**config.mk**
```make
export PLATFORM = sky130hd
export DESIGN_NAME = arp_icmp_echo_responder
export DESIGN_NICKNAME = d
export VERILOG_FILES = /design/src/sv/aie_pkg.sv /design/src/sv/arp_icmp_echo_responder.sv /design/src/sv/aie_fifo.sv /design/src/sv/aie_front.sv /design/src/sv/aie_back.sv
export SDC_FILE = /design/constraint.sdc
export NUM_CORES = 2
export LEC_CHECK = 0
export BUFFER_PORTS_ARGS = -buffer_cell sky130_fd_sc_hd__buf_2
export CAP_MARGIN = 20
export CORE_ASPECT_RATIO = 0.75
export CORE_MARGIN = 2
export CORE_UTILIZATION = 50
export CTS_CLUSTER_DIAMETER = 150
export DETAILED_ROUTE_END_ITERATION = 8
export PLACE_DENSITY = 0.69
export SETUP_SLACK_MARGIN = 0.1
export SLEW_MARGIN = 25
export SYNTH_ARGS = -nofsm -noshare
export SYNTH_HDL_FRONTEND = slang
export SYNTH_SLANG_ARGS = --single-unit
```
**constraint.sdc**
```tcl
create_clock -name clk_i -period 26.7 [get_ports clk_i]
set_input_delay 1.335 -clock clk_i [delete_from_list [all_inputs] [get_ports clk_i]]
set_output_delay 1.335 -clock clk_i [all_outputs]
set_load 0.02 [all_outputs]
```
**src/sv/aie_pkg.sv**
```systemverilog
// ----------------------------------------------------------------------------
// aie_pkg
// Shared types, constants and checksum helper of the ARP/ICMP echo responder.
// ----------------------------------------------------------------------------
`default_nettype none

package aie_pkg;

  localparam int CacheEntriesDef = 8;
  localparam int HdrLen          = 42;
  localparam int QueueDepthDef   = 4;
  localparam logic [5:0] ArpLastIdx  = 6'd41;
  localparam logic [5:0] EchoLastIdx = 6'd61;
  localparam logic [31:0] OwnIpRst   = 32'h0A00_020F;
  localparam logic [15:0] EthArp     = 16'h0806;
  localparam logic [15:0] EthIpv4    = 16'h0800;
  localparam logic [19:0] IpHdrConst = 20'h0D765;
  localparam logic [19:0] IcmpConst  = 20'h6A0A4;

  typedef enum logic [1:0] {
    KIND_NONE     = 2'd0,
    KIND_ARP      = 2'd1,
    KIND_ECHO_REQ = 2'd2,
    KIND_ECHO_RPL = 2'd3
  } kind_e;

  typedef enum logic [1:0] {
    RPL_NONE = 2'd0,
    RPL_ARP  = 2'd1,
    RPL_ECHO = 2'd2
  } reply_e;

  typedef enum logic {
    OP_BYTE   = 1'b0,
    OP_LOOKUP = 1'b1
  } op_e;

  typedef enum logic {
    BK_IDLE = 1'b0,
    BK_SEND = 1'b1
  } back_state_e;

  typedef struct packed {
    reply_e      reply;
    kind_e       kind;
    logic [15:0] echo_id;
    logic [15:0] echo_seq;
    logic        hit;
    logic [47:0] mac;
    logic [31:0] peer_ip;
    logic [15:0] ip_ck;
    logic [15:0] icmp_ck;
  } cmd_t;

  typedef struct packed {
    logic        tx_valid;
    logic [7:0]  tx_byte;
    logic        is_last;
    kind_e       frame_kind;
    logic [15:0] echo_id;
    logic [15:0] echo_seq;
    logic        lookup_hit;
    logic [47:0] lookup_mac;
  } res_t;

  function automatic logic [15:0] ck_fold(input logic [19:0] s);
    logic [16:0] t;
    logic [15:0] u;
    t = {1'b0, s[15:0]} + {13'b0, s[19:16]};
    u = t[15:0] + {15'b0, t[16]};
    return ~u;
  endfunction

endpackage

`default_nettype wire

```
**src/sv/arp_icmp_echo_responder.sv**
```systemverilog
// ----------------------------------------------------------------------------
// arp_icmp_echo_responder
// ARP and ICMP echo responder with an ARP cache and lookup port.
// ----------------------------------------------------------------------------
// Input queue side: push/full carries either a received frame byte (opcode 0,
// rx_byte, rx_last) or a cache lookup (opcode 1, query_ip). Bytes are taken
// one per cycle while full is low; full rises only when the command queue
// between classifier and reply generator is full.
// Result queue side: empty/pop. A frame gives results only on its last byte:
// one status item, or a 42-byte ARP reply or 62-byte echo reply, one item per
// cycle while pop is high. A lookup gives one item with hit and MAC.
// Order: a status or lookup item passes the command queue and then the output
// register; a reply passes the queue, the BK_SEND state and the output
// register, and streams at one item per cycle while pop is high, from the
// single reply byte generator.
// When pop stays low the output register holds, then the queue fills, then
// full stops the input. Reset clears the byte count, cache valid bits, the
// queue and the registers (own IP 10.0.2.15, own MAC 0).
// APB: own_ip at 0x0, own_mac at 0x8, 64-bit data; pready is always high.
// ----------------------------------------------------------------------------
`default_nettype none

module arp_icmp_echo_responder import aie_pkg::*; #(
  parameter int CacheEntries = CacheEntriesDef,
  parameter int QueueDepth   = QueueDepthDef
) (
  input  wire         clk_i,
  input  wire         rst_ni,
  input  wire         push,
  output logic        full,
  input  wire         opcode_i,
  input  wire  [7:0]  rx_byte_i,
  input  wire         rx_last_i,
  input  wire  [31:0] query_ip_i,
  output logic        empty,
  input  wire         pop,
  output logic        tx_valid_o,
  output logic [7:0]  tx_byte_o,
  output logic        is_last_o,
  output logic [1:0]  frame_kind_o,
  output logic [15:0] echo_id_o,
  output logic [15:0] echo_seq_o,
  output logic        lookup_hit_o,
  output logic [47:0] lookup_mac_o,
  input  wire         psel,
  input  wire         penable,
  input  wire         pwrite,
  input  wire  [3:0]  paddr,
  input  wire  [63:0] pwdata,
  output logic [63:0] prdata,
  output logic        pready
);

  logic [31:0] own_ip_q;
  logic [47:0] own_mac_q;
  logic        accept, q_push, q_pop, q_full, q_empty, out_empty;
  cmd_t        q_cmd, q_head;
  res_t        res;

  assign pready = 1'b1;
  assign prdata = paddr[3] ? {16'b0, own_mac_q} : {32'b0, own_ip_q};

  always_ff @(posedge clk_i or negedge rst_ni) begin
    if (!rst_ni) begin
      own_ip_q  <= OwnIpRst;
      own_mac_q <= '0;
    end else if (psel && penable && pwrite && pready) begin
      if (paddr[3]) begin
        own_mac_q <= pwdata[47:0];
      end else begin
        own_ip_q <= pwdata[31:0];
      end
    end
  end

  assign full   = q_full;
  assign accept = push && !q_full;

  aie_front #(.CacheEntries(CacheEntries)) u_front (
    .clk_i      (clk_i),
    .rst_ni     (rst_ni),
    .accept_i   (accept),
    .opcode_i   (opcode_i),
    .rx_byte_i  (rx_byte_i),
    .rx_last_i  (rx_last_i),
    .query_ip_i (query_ip_i),
    .own_ip_i   (own_ip_q),
    .q_push_o   (q_push),
    .q_cmd_o    (q_cmd)
  );

  aie_fifo #(.Depth(QueueDepth)) u_fifo (
    .clk_i   (clk_i),
    .rst_ni  (rst_ni),
    .push_i  (q_push),
    .data_i  (q_cmd),
    .pop_i   (q_pop),
    .head_o  (q_head),
    .full_o  (q_full),
    .empty_o (q_empty)
  );

  aie_back u_back (
    .clk_i     (clk_i),
    .rst_ni    (rst_ni),
    .head_i    (q_head),
    .q_empty_i (q_empty),
    .own_ip_i  (own_ip_q),
    .own_mac_i (own_mac_q),
    .pop_i     (pop),
    .q_pop_o   (q_pop),
    .empty_o   (out_empty),
    .res_o     (res)
  );

  assign empty        = out_empty;
  assign tx_valid_o   = res.tx_valid;
  assign tx_byte_o    = res.tx_byte;
  assign is_last_o    = res.is_last;
  assign frame_kind_o = res.frame_kind;
  assign echo_id_o    = res.echo_id;
  assign echo_seq_o   = res.echo_seq;
  assign lookup_hit_o = res.lookup_hit;
  assign lookup_mac_o = res.lookup_mac;

endmodule

`default_nettype wire

```
**src/sv/aie_fifo.sv**
```systemverilog
// ----------------------------------------------------------------------------
// aie_fifo
// Short command queue between the frame classifier and the reply generator.
// ----------------------------------------------------------------------------
`default_nettype none

module aie_fifo import aie_pkg::*; #(
  parameter int Depth = QueueDepthDef
) (
  input  wire       clk_i,
  input  wire       rst_ni,
  input  wire       push_i,
  input  wire cmd_t data_i,
  input  wire       pop_i,
  output cmd_t      head_o,
  output logic      full_o,
  output logic      empty_o
);

  localparam int PtrW = (Depth > 1) ? $clog2(Depth) : 1;

  cmd_t              mem_q [Depth];
  logic [PtrW-1:0]   wr_q, rd_q;
  logic [PtrW:0]     cnt_q;

  assign full_o  = (cnt_q == (PtrW+1)'(Depth));
  assign empty_o = (cnt_q == '0);
  assign head_o  = mem_q[rd_q];

  always_ff @(posedge clk_i) begin
    if (push_i) begin
      mem_q[wr_q] <= data_i;
    end
  end

  always_ff @(posedge clk_i or negedge rst_ni) begin
    if (!rst_ni) begin
      wr_q  <= '0;
      rd_q  <= '0;
      cnt_q <= '0;
    end else begin
      if (push_i) begin
        wr_q <= (wr_q == PtrW'(Depth - 1)) ? '0 : wr_q + 1'b1;
      end
      if (pop_i) begin
        rd_q <= (rd_q == PtrW'(Depth - 1)) ? '0 : rd_q + 1'b1;
      end
      cnt_q <= cnt_q + (PtrW+1)'(push_i) - (PtrW+1)'(pop_i);
    end
  end

endmodule

`default_nettype wire

```
**src/sv/aie_front.sv**
```systemverilog
// ----------------------------------------------------------------------------
// aie_front
// Collects frame headers, classifies frames, runs the ARP cache, queues work.
// ----------------------------------------------------------------------------
`default_nettype none

module aie_front import aie_pkg::*; #(
  parameter int CacheEntries = CacheEntriesDef
) (
  input  wire         clk_i,
  input  wire         rst_ni,
  input  wire         accept_i,
  input  wire         opcode_i,
  input  wire  [7:0]  rx_byte_i,
  input  wire         rx_last_i,
  input  wire  [31:0] query_ip_i,
  input  wire  [31:0] own_ip_i,
  output logic        q_push_o,
  output cmd_t        q_cmd_o
);

  localparam int IdxW = (CacheEntries > 1) ? $clog2(CacheEntries) : 1;

  logic [5:0]  byte_cnt_q;
  logic [7:0]  hdr_q   [HdrLen];
  logic [7:0]  hv      [HdrLen];
  logic        cvalid_q [CacheEntries];
  logic [31:0] cip_q    [CacheEntries];
  logic [47:0] cmac_q   [CacheEntries];

  logic [5:0]  n;
  logic [15:0] eth, arp_op, idv, seqv;
  logic [31:0] arp_sip, arp_tip, ip_src, ip_dst, learn_ip;
  logic [47:0] arp_sha, eth_src, learn_mac, lk_mac, mac_f;
  logic        is_op_lookup, frame_end, is_arp, is_icmp, learn;
  logic        m_found, f_found, lk_found;
  logic [IdxW-1:0] m_idx, f_idx, slot;
  kind_e       kind;
  reply_e      rpl;

  always_comb begin
    for (int i = 0; i < HdrLen; i++) begin
      hv[i] = (byte_cnt_q == 6'(i)) ? rx_byte_i : hdr_q[i];
    end
  end

  assign is_op_lookup = (op_e'(opcode_i) == OP_LOOKUP);
  assign frame_end    = accept_i && !is_op_lookup && rx_last_i;
  assign n            = (byte_cnt_q == 6'd63) ? 6'd63 : byte_cnt_q + 6'd1;

  assign eth     = {hv[12], hv[13]};
  assign arp_op  = {hv[20], hv[21]};
  assign arp_sha = {hv[22], hv[23], hv[24], hv[25], hv[26], hv[27]};
  assign arp_sip = {hv[28], hv[29], hv[30], hv[31]};
  assign arp_tip = {hv[38], hv[39], hv[40], hv[41]};
  assign eth_src = {hv[6], hv[7], hv[8], hv[9], hv[10], hv[11]};
  assign ip_src  = {hv[26], hv[27], hv[28], hv[29]};
  assign ip_dst  = {hv[30], hv[31], hv[32], hv[33]};
  assign idv     = {hv[38], hv[39]};
  assign seqv    = {hv[40], hv[41]};

  assign is_arp  = (n >= 6'd42) && (eth == EthArp);
  assign is_icmp = (n >= 6'd62) && (eth == EthIpv4) && (hv[14][7:4] == 4'd4) &&
                   (hv[23] == 8'h01) && (ip_dst == own_ip_i);

  assign learn     = frame_end && (is_arp || is_icmp);
  assign learn_ip  = is_arp ? arp_sip : ip_src;
  assign learn_mac = is_arp ? arp_sha : eth_src;

  always_comb begin
    m_found  = 1'b0;
    f_found  = 1'b0;
    lk_found = 1'b0;
    m_idx    = '0;
    f_idx    = '0;
    lk_mac   = '0;
    for (int i = CacheEntries - 1; i >= 0; i--) begin
      if (cvalid_q[i] && cip_q[i] == learn_ip) begin
        m_found = 1'b1;
        m_idx   = IdxW'(i);
      end
      if (!cvalid_q[i]) begin
        f_found = 1'b1;
        f_idx   = IdxW'(i);
      end
      if (cvalid_q[i] && cip_q[i] == query_ip_i) begin
        lk_found = 1'b1;
        lk_mac   = cmac_q[i];
      end
    end
    slot = m_found ? m_idx : (f_found ? f_idx : '0);
  end

  always_comb begin
    kind = KIND_NONE;
    rpl  = RPL_NONE;
    if (is_arp) begin
      kind = KIND_ARP;
      if (arp_op == 16'd1 && arp_tip == own_ip_i) begin
        rpl = RPL_ARP;
      end
    end else if (is_icmp) begin
      if (hv[34] == 8'd8) begin
        kind = KIND_ECHO_REQ;
        rpl  = RPL_ECHO;
      end else if (hv[34] == 8'd0) begin
        kind = KIND_ECHO_RPL;
      end
    end
  end

  always_comb begin
    case (rpl)
      RPL_ARP:  mac_f = arp_sha;
      RPL_ECHO: mac_f = eth_src;
      default:  mac_f = '0;
    endcase
  end

  always_comb begin
    q_cmd_o = '0;
    if (is_op_lookup) begin
      q_cmd_o.reply = RPL_NONE;
      q_cmd_o.kind  = KIND_NONE;
      q_cmd_o.hit   = lk_found;
      q_cmd_o.mac   = lk_mac;
    end else begin
      q_cmd_o.reply    = rpl;
      q_cmd_o.kind     = kind;
      q_cmd_o.hit      = 1'b0;
      q_cmd_o.mac      = mac_f;
      q_cmd_o.peer_ip  = learn_ip;
      q_cmd_o.echo_id  = (kind == KIND_ECHO_RPL || kind == KIND_ECHO_REQ) ? idv  : '0;
      q_cmd_o.echo_seq = (kind == KIND_ECHO_RPL || kind == KIND_ECHO_REQ) ? seqv : '0;
      q_cmd_o.ip_ck    = ck_fold(IpHdrConst + {4'b0, own_ip_i[31:16]} +
                                 {4'b0, own_ip_i[15:0]} + {4'b0, ip_src[31:16]} +
                                 {4'b0, ip_src[15:0]});
      q_cmd_o.icmp_ck  = ck_fold(IcmpConst + {4'b0, idv} + {4'b0, seqv});
    end
  end

  assign q_push_o = accept_i && (is_op_lookup || rx_last_i);

  always_ff @(posedge clk_i) begin
    if (accept_i && !is_op_lookup) begin
      for (int i = 0; i < HdrLen; i++) begin
        if (byte_cnt_q == 6'(i)) begin
          hdr_q[i] <= rx_byte_i;
        end
      end
    end
    if (learn) begin
      cip_q[slot]  <= learn_ip;
      cmac_q[slot] <= learn_mac;
    end
  end

  always_ff @(posedge clk_i or negedge rst_ni) begin
    if (!rst_ni) begin
      byte_cnt_q <= '0;
      for (int i = 0; i < CacheEntries; i++) begin
        cvalid_q[i] <= 1'b0;
      end
    end else begin
      if (accept_i && !is_op_lookup) begin
        byte_cnt_q <= rx_last_i ? 6'd0 : n;
      end
      if (learn) begin
        cvalid_q[slot] <= 1'b1;
      end
    end
  end

endmodule

`default_nettype wire

```
**src/sv/aie_back.sv**
```systemverilog
// ----------------------------------------------------------------------------
// aie_back
// Turns queued commands into result items and builds reply frames byte by byte.
// ----------------------------------------------------------------------------
`default_nettype none

module aie_back import aie_pkg::*; (
  input  wire         clk_i,
  input  wire         rst_ni,
  input  wire  cmd_t  head_i,
  input  wire         q_empty_i,
  input  wire  [31:0] own_ip_i,
  input  wire  [47:0] own_mac_i,
  input  wire         pop_i,
  output logic        q_pop_o,
  output logic        empty_o,
  output res_t        res_o
);

  back_state_e state_q, state_d;
  logic [5:0]  idx_q, idx_d;
  logic        out_vld_q, load, out_free, last_b;
  res_t        res_q, res_d;
  logic [7:0]  tx_b;

  function automatic logic [7:0] rsel6(input logic [47:0] v, input logic [5:0] k);
    return v[8*(5 - k[2:0]) +: 8];
  endfunction

  always_comb begin
    tx_b = 8'h00;
    if (head_i.reply == RPL_ARP) begin
      case (idx_q)
        6'd0, 6'd1, 6'd2, 6'd3, 6'd4, 6'd5: tx_b = rsel6(head_i.mac, idx_q);
        6'd6, 6'd7, 6'd8, 6'd9, 6'd10, 6'd11:
          tx_b = rsel6(own_mac_i, idx_q - 6'd6);
        6'd12: tx_b = 8'h08;
        6'd13: tx_b = 8'h06;
        6'd15: tx_b = 8'h01;
        6'd16: tx_b = 8'h08;
        6'd18: tx_b = 8'h06;
        6'd19: tx_b = 8'h04;
        6'd21: tx_b = 8'h02;
        6'd22, 6'd23, 6'd24, 6'd25, 6'd26, 6'd27:
          tx_b = rsel6(own_mac_i, idx_q - 6'd22);
        6'd28: tx_b = own_ip_i[31:24];
        6'd29: tx_b = own_ip_i[23:16];
        6'd30: tx_b = own_ip_i[15:8];
        6'd31: tx_b = own_ip_i[7:0];
        6'd32, 6'd33, 6'd34, 6'd35, 6'd36, 6'd37:
          tx_b = rsel6(head_i.mac, idx_q - 6'd32);
        6'd38: tx_b = head_i.peer_ip[31:24];
        6'd39: tx_b = head_i.peer_ip[23:16];
        6'd40: tx_b = head_i.peer_ip[15:8];
        6'd41: tx_b = head_i.peer_ip[7:0];
        default: tx_b = 8'h00;
      endcase
    end else begin
      case (idx_q)
        6'd0, 6'd1, 6'd2, 6'd3, 6'd4, 6'd5: tx_b = rsel6(head_i.mac, idx_q);
        6'd6, 6'd7, 6'd8, 6'd9, 6'd10, 6'd11:
          tx_b = rsel6(own_mac_i, idx_q - 6'd6);
        6'd12: tx_b = 8'h08;
        6'd14: tx_b = 8'h45;
        6'd17: tx_b = 8'd48;
        6'd18: tx_b = 8'h12;
        6'd19: tx_b = 8'h34;
        6'd20: tx_b = 8'h40;
        6'd22: tx_b = 8'd64;
        6'd23: tx_b = 8'h01;
        6'd24: tx_b = head_i.ip_ck[15:8];
        6'd25: tx_b = head_i.ip_ck[7:0];
        6'd26: tx_b = own_ip_i[31:24];
        6'd27: tx_b = own_ip_i[23:16];
        6'd28: tx_b = own_ip_i[15:8];
        6'd29: tx_b = own_ip_i[7:0];
        6'd30: tx_b = head_i.peer_ip[31:24];
        6'd31: tx_b = head_i.peer_ip[23:16];
        6'd32: tx_b = head_i.peer_ip[15:8];
        6'd33: tx_b = head_i.peer_ip[7:0];
        6'd36: tx_b = head_i.icmp_ck[15:8];
        6'd37: tx_b = head_i.icmp_ck[7:0];
        6'd38: tx_b = head_i.echo_id[15:8];
        6'd39: tx_b = head_i.echo_id[7:0];
        6'd40: tx_b = head_i.echo_seq[15:8];
        6'd41: tx_b = head_i.echo_seq[7:0];
        default: tx_b = (idx_q >= 6'd42) ? 8'hA0 + {2'b0, idx_q - 6'd42} : 8'h00;
      endcase
    end
  end

  assign out_free = !out_vld_q || pop_i;
  assign last_b   = (head_i.reply == RPL_ARP) ? (idx_q == ArpLastIdx)
                                              : (idx_q == EchoLastIdx);

  always_comb begin
    state_d = state_q;
    unique case (state_q)
      BK_IDLE: begin
        if (!q_empty_i && out_free && head_i.reply != RPL_NONE) begin
          state_d = BK_SEND;
        end
      end
      BK_SEND: begin
        if (out_free && last_b) begin
          state_d = BK_IDLE;
        end
      end
      default: state_d = BK_IDLE;
    endcase
  end

  always_comb begin
    load    = 1'b0;
    q_pop_o = 1'b0;
    idx_d   = idx_q;
    res_d   = '0;
    unique case (state_q)
      BK_IDLE: begin
        idx_d = '0;
        if (!q_empty_i && out_free && head_i.reply == RPL_NONE) begin
          load             = 1'b1;
          q_pop_o          = 1'b1;
          res_d.is_last    = 1'b1;
          res_d.frame_kind = head_i.kind;
          res_d.echo_id    = (head_i.kind == KIND_ECHO_RPL) ? head_i.echo_id  : '0;
          res_d.echo_seq   = (head_i.kind == KIND_ECHO_RPL) ? head_i.echo_seq : '0;
          res_d.lookup_hit = head_i.hit;
          res_d.lookup_mac = head_i.mac & {48{head_i.hit}};
        end
      end
      BK_SEND: begin
        if (out_free) begin
          load             = 1'b1;
          q_pop_o          = last_b;
          idx_d            = idx_q + 6'd1;
          res_d.tx_valid   = 1'b1;
          res_d.tx_byte    = tx_b;
          res_d.is_last    = last_b;
          res_d.frame_kind = head_i.kind;
        end
      end
      default: ;
    endcase
  end

  always_ff @(posedge clk_i) begin
    if (load) begin
      res_q <= res_d;
    end
  end

  always_ff @(posedge clk_i or negedge rst_ni) begin
    if (!rst_ni) begin
      state_q   <= BK_IDLE;
      idx_q     <= '0;
      out_vld_q <= 1'b0;
    end else begin
      state_q <= state_d;
      idx_q   <= idx_d;
      if (load) begin
        out_vld_q <= 1'b1;
      end else if (pop_i) begin
        out_vld_q <= 1'b0;
      end
    end
  end

  assign empty_o = !out_vld_q;
  assign res_o   = res_q;

  a_pop_nonempty: assert property (@(posedge clk_i) disable iff (!rst_ni)
    q_pop_o |-> !q_empty_i)
    else $error("queue popped while empty");

  a_send_has_reply: assert property (@(posedge clk_i) disable iff (!rst_ni)
    (state_q == BK_SEND) |-> (!q_empty_i && head_i.reply != RPL_NONE))
    else $error("sending without a reply command at the queue head");

  a_idx_bound: assert property (@(posedge clk_i) disable iff (!rst_ni)
    (state_q == BK_SEND) |-> (idx_q <= EchoLastIdx))
    else $error("reply byte index out of range");

endmodule

`default_nettype wire

```
* After elaboration in Yosys (flattened, before gate mapping)
Memory sizes are Yosys's and may differ from the RTL's. Cells that the tools add are included.
Storage, ports and cells: register bits after elaboration 202, RAM bits 1572, output and inout bits 160, memories kept 4
Memory list:
- u_fifo.mem_q | depth 4, bits a word 149, rd ports 1, clocked after memory_dff 0, write ports 1, line aie_fifo.sv:22 | cmd_t mem_q [Depth];
- u_front.cmac_q | depth 8, bits a word 48, rd ports 8, clocked after memory_dff 0, write ports 1, line aie_front.sv:29 | logic [47:0] cmac_q [CacheEntries];
- u_front.hdr_q | depth 42, bits a word 8, rd ports 28, clocked after memory_dff 0, write ports 1, line aie_front.sv:25 | logic [7:0] hdr_q [HdrLen];
- u_front.cip_q | depth 8, bits a word 32, rd ports 8, clocked after memory_dff 0, write ports 1, line aie_front.sv:28 | logic [31:0] cip_q [CacheEntries];
Operators by class: add/subtract/negate cells 25, order comparisons 5, equal/unequal tests 118, shift-type cells 4, mux-type cells 377, bitwise logic cells 9, reduce and logical (&&, ||, !) cells 102
Operator list (number):
- 32-bit equality test | 18
- 8-bit 2-to-1 mux | 71
- 48-bit 2-to-1 mux | 10
- 8-bit OR reduction | 41
- 6-bit 2-to-1 mux | 44
- 1-bit 2-to-1 mux | 205
- 8-bit one-hot mux with 25 select lines | 1
- 6-bit by 5-bit equality test with 1-bit output (second input constant) | 32
- 48-bit by 33-bit indexed part select with 8-bit output | 4
- 8-bit one-hot mux with 17 select lines | 1
- 6-bit equality test (second input constant) | 22
- 6-bit by 4-bit equality test with 1-bit output (second input constant) | 16
- 48-bit one-hot mux with 2 select lines | 1
- 84-bit 2-to-1 mux | 1
- 20-bit by 16-bit adder with 20-bit output | 4
- 16-bit 2-to-1 mux | 4
- 32-bit 2-to-1 mux | 2
- 64-bit 2-to-1 mux | 1
- 3-bit 2-to-1 mux | 18
- 49-bit 2-to-1 mux | 1
- 48-bit bitwise AND | 1
- 6-bit by 3-bit equality test with 1-bit output (second input constant) | 8
- 16-bit by 4-bit adder with 17-bit output | 2
- 1-bit logical AND | 34
- 48 further kinds | 98

* Longest topological paths before layout
word-level depth 48, mapped depth 45

* Hierarchy
Synthesis repeated with hierarchy kept, for this count alone.
Second synthesis, totals: cell total of the unflattened synthesis 6183, area, all modules 82515.4 µm²
Modules (own cells, without submodules):
- aie_front | times used 1, cells an instance 4437, area each 49952.9 µm², sequential area each 26175.1 µm²
- aie_fifo | times used 1, cells an instance 815, area each 21892.2 µm², sequential area each 18072.3 µm²
- aie_back | times used 1, cells an instance 688, area each 7065.5 µm², sequential area each 2992.9 µm²
- arp_icmp_echo_responder | times used 1, cells an instance 243, area each 3604.7 µm², sequential area each 2010.7 µm²

* Least setup slack after synthesis
Ideal clock, no wire load.
kind input to register, start input rx_byte_i[4], end memory u_front.cip_q[6][0], enable pin, library setup time 616 ps, arrival 10811 ps, required time 26084 ps, slack 15273 ps, stages on the path 17, buffers on the path 5, cell sequence buf_2 or4_1 o311a_1 a2111oi_2 and4_1 buf_6 buf_12 buf_12 mux2i_1 buf_2 xnor2_1 or3_1 or3_1 a21o_1 a211o_1 o2bb2ai_2 nor3_1
On the way: longest elaborated chain between the ends 15, elaborated cells on any way between the ends 60, classes of those cells eq/ne: 13; mux: 32; reduce/logical: 15
RTL lines:
- start: declaration | line arp_icmp_echo_responder.sv:32 | input wire [7:0] rx_byte_i,
- 8-bit 2-to-1 mux | line aie_front.sv:43 | hv[i] = (byte_cnt_q == 6'(i)) ? rx_byte_i : hdr_q[i];
- 16-bit by 12-bit equality test with 1-bit output | line aie_front.sv:62 | assign is_arp = (n >= 6'd42) && (eth == EthArp);
- 1-bit logical AND | line aie_front.sv:62
- 32-bit 2-to-1 mux | line aie_front.sv:67 | assign learn_ip = is_arp ? arp_sip : ip_src;
- 32-bit equality test | line aie_front.sv:78 | if (cvalid_q[i] && cip_q[i] == learn_ip) begin
- 1-bit logical AND | line aie_front.sv:78
- 3-bit 2-to-1 mux or 1-bit 2-to-1 mux (tied branches) (8 in a row) | line aie_front.sv:78
- 3-bit 2-to-1 mux | line aie_front.sv:91 | slot = m_found ? m_idx : (f_found ? f_idx : '0);
- end: declaration | line aie_front.sv:28
Parallel ways exist; a longest one is shown, timed or not.

==> flow_summary.toml <==
[synthesis]
ys_top_cells_by_area = "edfxtp_1 59%, mux2_2 5.3%, mux4_2 4.7%, xnor2_1 4.1%, dfrtp_1 3.2%"
syn_inst = 5544
ys_seq_elements = 1658
synth.most_common_cell = "edfxtp_1"
synth_ff_type = "edfxtp_1"
synth_top_area_share = 0.5866
synth.distinct_cells = 97
ys_top_cells_by_count = "1,549 x edfxtp_1, 376 x mux2_2, 374 x xnor2_1"
yosysSeqAreaShare = 0.6211
synth_edf_count = 1549
async_flop_share = 0.06574
synth_warnings = 0
syn_area_um2 = 79290
synth_area_leader_cell = "edfxtp_1"
postSynthAreaPerCell_um2 = 14.30

[floorplan]
dieArea_um2 = 161800
fp.dieW_um = 463.8
die_h_um = 348.9
io_pins = 277
initial_core_util = 0.5035
core_area_um2 = 157500
rows = 126

[sta]
rsz0062_at_grt = "false"
clock_skew_ns = 0.04101
slew_viol_final = 0
fmax_mhz = 88.21
finalHoldViolations = 0
fin_crit_ns = 11.34
finalCritPeriodShare = 0.4246
maxSlewHeadroom = 0.2192
setup_viol = 0
worstMarginPinSlew_ns = 1.167
tns_ns = 0
timing.final.ws_setup_ns = 15.36

[global_route]
antenna_found_initial = 15
grt_pass1_wl_mm = 380.1
grt_max_degree = 68
grt_pass1_vias = 49669
grt-ovfl-total = 0
track_usage = 0.3320

[critical_path]
slowest_delay_ns = 0.80
critPathBufInv = 4
cp-startpoint = "u_front.byte_cnt_q[3]"
r2r_slack_ns = 15.36
worstPathMaxFanout = 16
slowest_stage = "mux2i_1"
worstPathRequired_ns = 27.27
critPathMostFrequentCell = "a21oi_1"
cp_top_family = "simple AND/OR/NAND/NOR gates"
timing.rr.end = "u_fifo.mem_q[0][30]"
cp.arrival_ns = 11.91
rr_startpoint = "u_front.byte_cnt_q[3]"
endpoint_kind = "register"
crit_type = "register to register"
start_kind = "register"
rr_worst_depth = 38

[final_layout]
nets = 6010
syn_to_final_growth_pct = 11.77
drive_gt1_frac = 0.2208
finalNonFillerCells = 8027
fin_util = 0.5628

[placement]
dp_hpwl_mm = 182.0
numPortBuffers = 240
place.gp.congestion = 1.087
dp_cells = 7723
post-place-ws_ns = 15.15

[routing]
viasPerCell = 6.579
ant_nets = 0
drtIter0Drc = 8556
wl_per_cell_um = 34.07
drc = 24
drt_pre_antenna_iters = 9
via_count = 52807
drt-total-wl_mm = 273.5

[clock_tree]
cts.htree.levels = 4
post_cts_buffers = 0
path_clk_slew_ns = 0.07
clock-sinks = 1658
clockBufferDepth = 3
cts_root_buf = "clkbuf_16"
cts_hold_buf = 0
cts_resized = 0
tritoncts = "yes"
clk-insertion-delay-late_ns = 0.83
cts_buffers = 162

[power]
p_per_area_nw_per_um2 = 88.28
p_total_uw = 7824
peakVddDrop_uv = 84.49
power.leakage_uw = 0.03186

[status]
status = "complete, but fails checks"
violations = "design-rule violations"

[hold_path]
hold_depth = 1
min_path_type = "register to register"
hold_end = "own_mac_q[44]"
hold_start = "own_mac_q[44]"

[flow_run]
cap_viol_max_count = 0
[state kept, by name, summed over array words and instances, names as in the netlist]
signal              flops
own_mac_q              48
u_back.idx_q            6
u_back.out_vld_q        1
u_back.res_o           93
u_front.byte_cnt_q      6
own_ip_q               32
u_fifo.rd_q             2
u_fifo.cnt_q            3
u_front.cvalid_q        8
u_front.hdr_q         220
u_back.state_q          1
u_front.cmac_q        384
u_front.cip_q         256
u_fifo.mem_q          596
u_fifo.wr_q             2
[layout by cell type (no fill, tap or decap), types with 20 or more instances in the layout]
cell type and count:
a21oi_1 112, a221oi_1 45, a222oi_1 24, a22o_1 24, a22oi_1 115, and2_1 120, and3_1 28, buf_2 239
buf_4 167, bufinv_16 21, clkbuf_1 34, clkbuf_16 163, clkinv_1 27, clkinv_2 29, dfrtp_1 99, edfxtp_1 1549
fa_1 36, ha_1 82, inv_1 243, mux2_2 376, mux2i_1 217, mux4_2 164, nand2_1 137, nand2b_1 20
nand3_1 146, nand4_1 105, nor2_1 298, nor3_1 50, nor4_1 72, o21ai_0 143, o22ai_1 104, xnor2_1 374
xor2_1 123
[cells by family after synthesis]
logic type / Yosys count / share of synthesized area
adder cells (fa/ha/maj): 118 / 0.02203
multiplexers: 792 / 0.1326
AND/OR/NAND/NOR: 1115 / 0.07251
flip-flops: 1658 / 0.6211
other: 2 / 0.00009471
XOR/XNOR: 497 / 0.05490
AO/OA/AOI/OAI: 757 / 0.06520
buffers and inverters: 605 / 0.03153
[power by group]
group,internal [uW],switching [uW],total (uW)
Clock,1340,1030,2370
Sequential,3140,123,3260
Combinational,769,1430,2200
Total,5240,2580,7820
[routing by layer]
layer | GRT usage | routed length, um
met1 | 0.4742 | 109800
met2 | 0.4591 | 112600
met3 | 0.1204 | 38370
met4 | 0.1308 | 12320
met5 | 0.01367 | 454
[through the flow]
stage | cell area (um^2) | hold WS (ns)
floorplan | 79350 | 0.4674
global placement | 83100 | 0.4932
detailed placement | 83130 | 0.5093
CTS | 88530 | 0.5152
global route | 88610 | 0.5397
finish | 88630 | 0.5210
[worst max path at each step]
stage / endpoint / slack [ns] / depth (start not counted)
global route: u_fifo.mem_q[2][30] / 14.68 / 38
floorplan: u_front.cip_q[6][0] / 15.27 / 17
global placement: u_fifo.mem_q[1][30] / 15.33 / 42
CTS: u_fifo.mem_q[2][30] / 15.62 / 38
detailed placement: u_fifo.mem_q[1][30] / 15.15 / 42
finish: u_fifo.mem_q[0][30] / 15.36 / 38
[worst register-to-register path, delay by kind of cell (launching register included)]
kind	cells	cell delay, ns
AO/OA/AOI/OAI	9	1.96
XOR/XNOR	1	0.16
adder cells (fa/ha/maj)	7	2.28
buffers and inverters	4	0.85
flip-flops	1	0.64
multiplexers	1	0.80
AND/OR/NAND/NOR	16	4.38
[cell type report]
class	instances	area, um^2
Antenna cell	8	20.02
Clock buffer	197	4207
Clock inverter	99	1195
Fill cell	12500	68860
Inverter	250	942.2
Multi-Input combinational cell	3296	27900
Sequential cell	1658	49260
Tap cell	2112	2643
Timing Repair Buffer	407	2461
(Power assumes the default switching activity.)
